## config.mk

```make
export PLATFORM = sky130hd
export DESIGN_NAME = mffd_fifo
export DESIGN_NICKNAME = d
export VERILOG_FILES = /design/src/rtl/mffd_fifo.sv
export SDC_FILE = /design/constraint.sdc
export NUM_CORES = 1
export LEC_CHECK = 0
export ABC_AREA = 1
export BUFFER_PORTS_ARGS = -buffer_cell sky130_fd_sc_hd__clkbuf_2
export CAP_MARGIN = 30
export CORE_AREA = 3 3 42 58
export DETAILED_ROUTE_END_ITERATION = 12
export DIE_AREA = 0 0 45 61
export PLACE_DENSITY = 0.69
export SLEW_MARGIN = 10
export SYNTH_ARGS = -nofsm -noshare
export SYNTH_HDL_FRONTEND = slang
export SYNTH_SLANG_ARGS = --single-unit
```

## constraint.sdc

```tcl
create_clock -name clk -period 1.4 [get_ports clk]
set_input_delay 0.14 -clock clk [delete_from_list [all_inputs] [get_ports clk]]
set_output_delay 0.14 -clock clk [all_outputs]
set_load 0.1 [all_outputs]
```

## src/rtl/mffd_fifo.sv

```systemverilog
`default_nettype none
module mffd_fifo #(
  parameter int WIDTH = 8,
  parameter int DEPTH = 2
) (
  input  wire logic             clk,
  input  wire logic             rst_n,
  input  wire logic             wr,
  input  wire logic [WIDTH-1:0] wdata,
  output logic                  full,
  input  wire logic             rd,
  output logic      [WIDTH-1:0] rdata,
  output logic                  empty
);
  localparam int AW = (DEPTH > 1) ? $clog2(DEPTH) : 1;
  logic [WIDTH-1:0] q_r [DEPTH];
  logic [AW-1:0] wp_r, rp_r;
  logic [AW:0]   cnt_r;
  logic do_wr, do_rd;

  assign full  = (cnt_r == (AW+1)'(DEPTH));
  assign empty = (cnt_r == '0);
  assign do_wr = wr && !full;
  assign do_rd = rd && !empty;
  assign rdata = q_r[rp_r];

  // storage
  always_ff @(posedge clk) begin
    if (do_wr) begin
      q_r[wp_r] <= wdata;
    end
  end

  // pointers and fill count
  always_ff @(posedge clk) begin
    if (!rst_n) begin
      wp_r <= '0;
      rp_r <= '0;
      cnt_r <= '0;
    end else begin
      if (do_wr) begin
        wp_r <= (wp_r == AW'(DEPTH-1)) ? '0 : wp_r + 1'b1;
      end
      if (do_rd) begin
        rp_r <= (rp_r == AW'(DEPTH-1)) ? '0 : rp_r + 1'b1;
      end
      cnt_r <= cnt_r + (AW+1)'(do_wr) - (AW+1)'(do_rd);
    end
  end
endmodule
`default_nettype wire

```

==> Word level (Yosys, flattened, before mapping) <==
Memories as Yosys holds them, arrays and structs flattened. A register that Yosys moved wholly into a read port is not among the register bits.
Cells that the tools add are included.
{ "classes": {"add_sub_neg": 4, "eq_ne": 1, "muxes": 6, "reduce_logical": 5} }
{ "ops": {"columns": ["cell", "n"], "rows": [
  ["$mux W1", 6],
  ["$add A1 B1 Y1 const B", 2],
  ["$add A2 B1 Y2", 1],
  ["$eq A2 B2 Y1 const B", 1],
  ["$logic_and A1 B1 Y1", 2],
  ["$logic_not A1 Y1", 2],
  ["$logic_not A2 Y1", 1],
  ["$sub A2 B1 Y2", 1]
]} }
{ "totals": {"ff_bits": 4, "ram_bits": 16, "in_bits": 12, "output_inout_bits": 10, "wordCells": 20, "memories": 1} }
{ "memory_table": {"columns": ["memory", "depth", "width", "rd", "rd_clocked_by_memory_dff", "wr", "line", "rtl"], "rows": [
  ["q_r", 2, 8, 1, 1, 1, "16", "logic [WIDTH-1:0] q_r [DEPTH];"]
]} }

==> Depth between registers and ports, before layout <==
{ "logic_depth": {"word_depth": 5, "mapped_depth": 11} }

==> Worst setup path after synthesis <==
OpenSTA, ideal clock, no wires.
{ "synth_timing": {"path_type": "flip-flop to flip-flop", "startpoint": "register cnt_r[1]", "endpoint": "register cnt_r[1]", "setup_time_ps": 115, "t_arrival_ps": 1996, "required_ps": 1285, "setup_slack_ps": -711, "stages_incl_launch_ff": 10, "period_less_slack_ps": 2111, "path_cell_list": "dfxtp_1 nor2_2 nor2_2 ha_1 inv_1 ha_1 inv_1 nand2_1 a21oi_1 nor2_1"} }
{ "synth_lines": {"columns": ["item", "line", "rtl"], "rows": [
  ["from (decl)", "18", "logic [AW:0] cnt_r;"],
  ["from (signal assigned)", "47", "cnt_r <= cnt_r + (AW+1)'(do_wr) - (AW+1)'(do_rd);"],
  ["$logic_not A2 Y1", "22", "assign empty = (cnt_r == '0);"],
  ["net empty", "13", "output logic empty"],
  ["$logic_not A1 Y1", "24", "assign do_rd = rd && !empty;"],
  ["$logic_and A1 B1 Y1", "24", null],
  ["net do_rd", "19", "logic do_wr, do_rd;"],
  ["$sub A2 B1 Y2", "47", null]
]} }
The timed path passes the listed nets, and every way through them passes these cells.
A chain may end at the register's enable or synchronous reset.

==> Flow_metrics.wiki <==
{| class="wikitable"
! Metric !! Value
|-
| Status || complete, but fails checks
|-
| Violations in the final reports || negative setup slack
|-
| Placement-stage cell area || 0.00116 mm²
|-
| Remaining max-slew budget at the tightest pin || between 70% and 80%
|-
| Top fanout value on the critical path || 8
|-
| Most instantiated cells after synthesis || sky130_fd_sc_hd__edfxtp_1 (16), sky130_fd_sc_hd__inv_1 (9), sky130_fd_sc_hd__nand2_1 (9)
|-
| Avg Vias per Cell || a little under 5
|-
| Post-synth top area cell || sky130_fd_sc_hd__edfxtp_1
|-
| Cell area after synthesis || 865 µm²
|-
| Number of cells on the critical path || 3
|-
| Clock-pin slew reported for the worst setup and hold paths after clock tree synthesis || approximately 100 ps
|-
| Depth of the worst hold-timing path || 1
|-
| Simple-gate share of the synthesized area || ~9.7%
|-
| Worst reg2reg endpoint || cnt_r[1]$_SDFF_PN0_
|-
| Number of antenna diodes || 0
|-
| Final Hold Vio Count || 0
|-
| Bufs and invs on worst path || 2
|-
| Number of slew-limit violations in the final report || 0
|-
| Fill cell total of the finished layout || about 160
|-
| Clock tree sinks || 21
|-
| GRT Total Usage || between 10 and 15%
|-
| Worst-Skew Late Latency || between 200 and 300 ps
|-
| Compound-cell area share of the yosys netlist || about 1.2%
|-
| Pin count of the biggest net entering global routing || 12
|-
| Max Clk Rate || approximately 700 MHz
|-
| Top-level port count || 22
|-
| Multiplexer fraction of the synthesized cell area || ~14%
|-
| Setup repair after global routing missed its margin || true
|-
| Critical Path Start Type || flop
|-
| Cells along the critical path || buf_8, mux2_4, buf_12
|-
| Xor and xnor area share after synthesis || 0%
|-
| Category of the most critical setup path || reg2out
|-
| Kind of capture point of the worst setup path || output port
|-
| IO Port Bufs || 21
|-
| Design Area, Final || 0.00126 mm²
|-
| Antenna-violating nets left || 0
|-
| Area taken by flip-flops and latches || around 600 µm²
|-
| Top layer in use || met4
|-
| Number of nets in the synthesized netlist || 77
|-
| Residual DRC || 0
|-
| Total area of multi-input combinational cells || between 200 and 300 µm²
|-
| Clock root buffer || sky130_fd_sc_hd__clkbuf_4
|-
| Dominant cell by count in the synthesized netlist || sky130_fd_sc_hd__edfxtp_1
|-
| Gate family responsible for the most delay along the worst path || flip-flops
|-
| Minimum period implied by the final worst setup slack || around 1400 ps
|-
| Height of the die || 61 µm
|-
| Number of distinct library cells after synthesis || 11
|-
| Crit path DAT || roughly 1300 ps
|-
| Detailed Routing Iterations Pass 1 || 4
|-
| H-tree depth || 1
|-
| Smallest setup slack after layout || -13.0 ps
|-
| Via count of the first global-routing pass || between 500 and 600
|-
| X dimension of the die || 45 µm
|-
| Setup violations, final || 8
|-
| Reg-to-reg slack, setup || 0 ps
|-
| Ys flop type || sky130_fd_sc_hd__edfxtp_1
|-
| Sequential share of the synthesized area || roughly 67%
|-
| Total core area || approximately 0.0020 mm²
|-
| Critical path's slowest cell || sky130_fd_sc_hd__dfxtp_2
|-
| Required arrival time at the worst endpoint || 1260 ps
|-
| Wire length on met2 || 738 µm
|-
| Transition time of the tightest slew-check pin || approximately 320 ps
|-
| Wire per inst || roughly 12 µm
|-
| Dominant cells by area after synthesis || sky130_fd_sc_hd__edfxtp_1 (56%), sky130_fd_sc_hd__mux2_4 (14%), sky130_fd_sc_hd__dfxtp_1 (12%)
|-
| Number of synthesized flops with an enable pin || 16
|-
| TritonCTS buffer count || 3
|-
| Total length of routed met3 wires || ~88 µm
|-
| Max_cap viols || 0
|-
| Class of the worst hold path || in2reg
|-
| Peak per-stage delay on the critical path || roughly 350 ps
|-
| Area delta synth->final || 45.9%
|-
| Initial antenna violation count || 0
|-
| Mean instance size in the synthesized netlist || 13.7 µm²
|-
| Count of state elements after synthesis || 21
|-
| Initial cell density of the core || between 40% and 50%
|-
| Buffer depth of the longest clock path || 2
|-
| Standard-cell row count || 19
|-
| Share of final-layout standard cells stronger than drive strength 1 || between 50% and 60%
|-
| Number of cells produced by synthesis || 63
|-
| CTS tree || built
|-
| Wire length of the first global-routing pass || approximately 2200 µm
|-
| Post-synth top area share || 55.6%
|-
| Met1 WL || 545 µm
|-
| Routability-driven placement congestion ratio || approximately 0.6
|-
| Combinational family with the most area after synthesis || multiplexers
|-
| Worst setup path endpoint || rdata[5]
|-
| FF-to-FF Start || cnt_r[0]$_SDFF_PN0_
|-
| Final clock period utilization by the worst path || 101%
|-
| Final routed wirelength across all metal layers || 1410 µm
|-
| Share of flip-flops with an asynchronous set or reset || 0%
|-
| HPWL reported at the end of detailed placement || 1040 µm
|-
| Depth of the most critical reg-to-reg path || 11
|-
| Number of vias after detailed routing || 557
|-
| Layout Nets || approximately 110
|-
| Violation count after the first detailed-route iteration || 4
|-
| Total number of yosys warnings || 0
|-
| Worst Skew || 1.15 ps
|-
| Global-route congestion overflow total || 0
|-
| Adder and majority gate portion of the synthesized area || ~2.9%
|-
| Total Die Area || about 0.0027 mm²
|}
-- registers in the layout, summed over array words and instances (netlist names), named ones only --
register,cells
wp_r,1
q_r,16
cnt_r,2
rp_r,1
-- per-stage QoR --
stage	hold WS, ps	util, %	worst slack, ps	std cells	setup TNS [ps]
floorplan	238	-	-374	63	-675
global placement	332	58.1	-17.0	108	-17.0
detailed placement	337	58.1	-56.1	108	-56.1
CTS	21.4	62.2	-18.0	114	-141
global route	12.2	63.2	-59.7	114	-436
finish	28.4	63.2	-13.0	114	-89.8
-- how the worst min path moves through the flow --
stage,start,end,slack [ps]
floorplan,rst_n,cnt_r[0]$_SDFF_PN0_,240
global placement,wdata[1],q_r[0][1]$_DFFE_PP_,330
detailed placement,wdata[1],q_r[0][1]$_DFFE_PP_,340
CTS,wdata[1],q_r[0][1]$_DFFE_PP_,20
global route,wdata[1],q_r[0][1]$_DFFE_PP_,10
finish,wdata[1],q_r[0][1]$_DFFE_PP_,30
-- routing by layer --
metal	vias up	global-route usage, %
li1	271	-
met5	-	0
met1	265	12.7
met4	0	7.53
met2	17	18.8
met3	4	2.08
-- placed cells by master (no fill, tap or decap), types with 3 or more instances in the layout --
cell,netlist,layout
sky130_fd_sc_hd__buf_12,0,9
sky130_fd_sc_hd__inv_1,9,6
sky130_fd_sc_hd__mux2_4,8,8
sky130_fd_sc_hd__clkbuf_2,0,11
sky130_fd_sc_hd__clkbuf_4,0,3
sky130_fd_sc_hd__edfxtp_1,16,16
sky130_fd_sc_hd__buf_4,0,6
sky130_fd_sc_hd__inv_2,0,3
sky130_fd_sc_hd__nor2_1,6,6
sky130_fd_sc_hd__nand2_2,0,4
sky130_fd_sc_hd__nand2_1,9,5
-- cells by family after synthesis --
group / count (synthesis)
AO/OA/AOI/OAI: 2
flip-flops: 21
adder cells (fa/ha/maj): 2
multiplexers: 8
buffers and inverters: 10
AND/OR/NAND/NOR: 20
-- layout make-up --
cell class                      count  area share [%]
Clock buffer                        4            2.08
Inverter                            9            2.68
Multi-Input combinational cell     32            23.2
Sequential cell                    21            46.5
Tap cell                           21            2.08
Timing Repair Buffer               27            23.4
-- timing repair --
action	4_1_cts	5_1_grt
hold buffers	0	0
pin swaps	5	5
buffers inserted	2	0
resized for setup	12	5
endpoints found under the setup margin	9	12
Power is not shown: default switching activity piles up to over one toggle a cycle in this logic, so the estimate is an artifact.
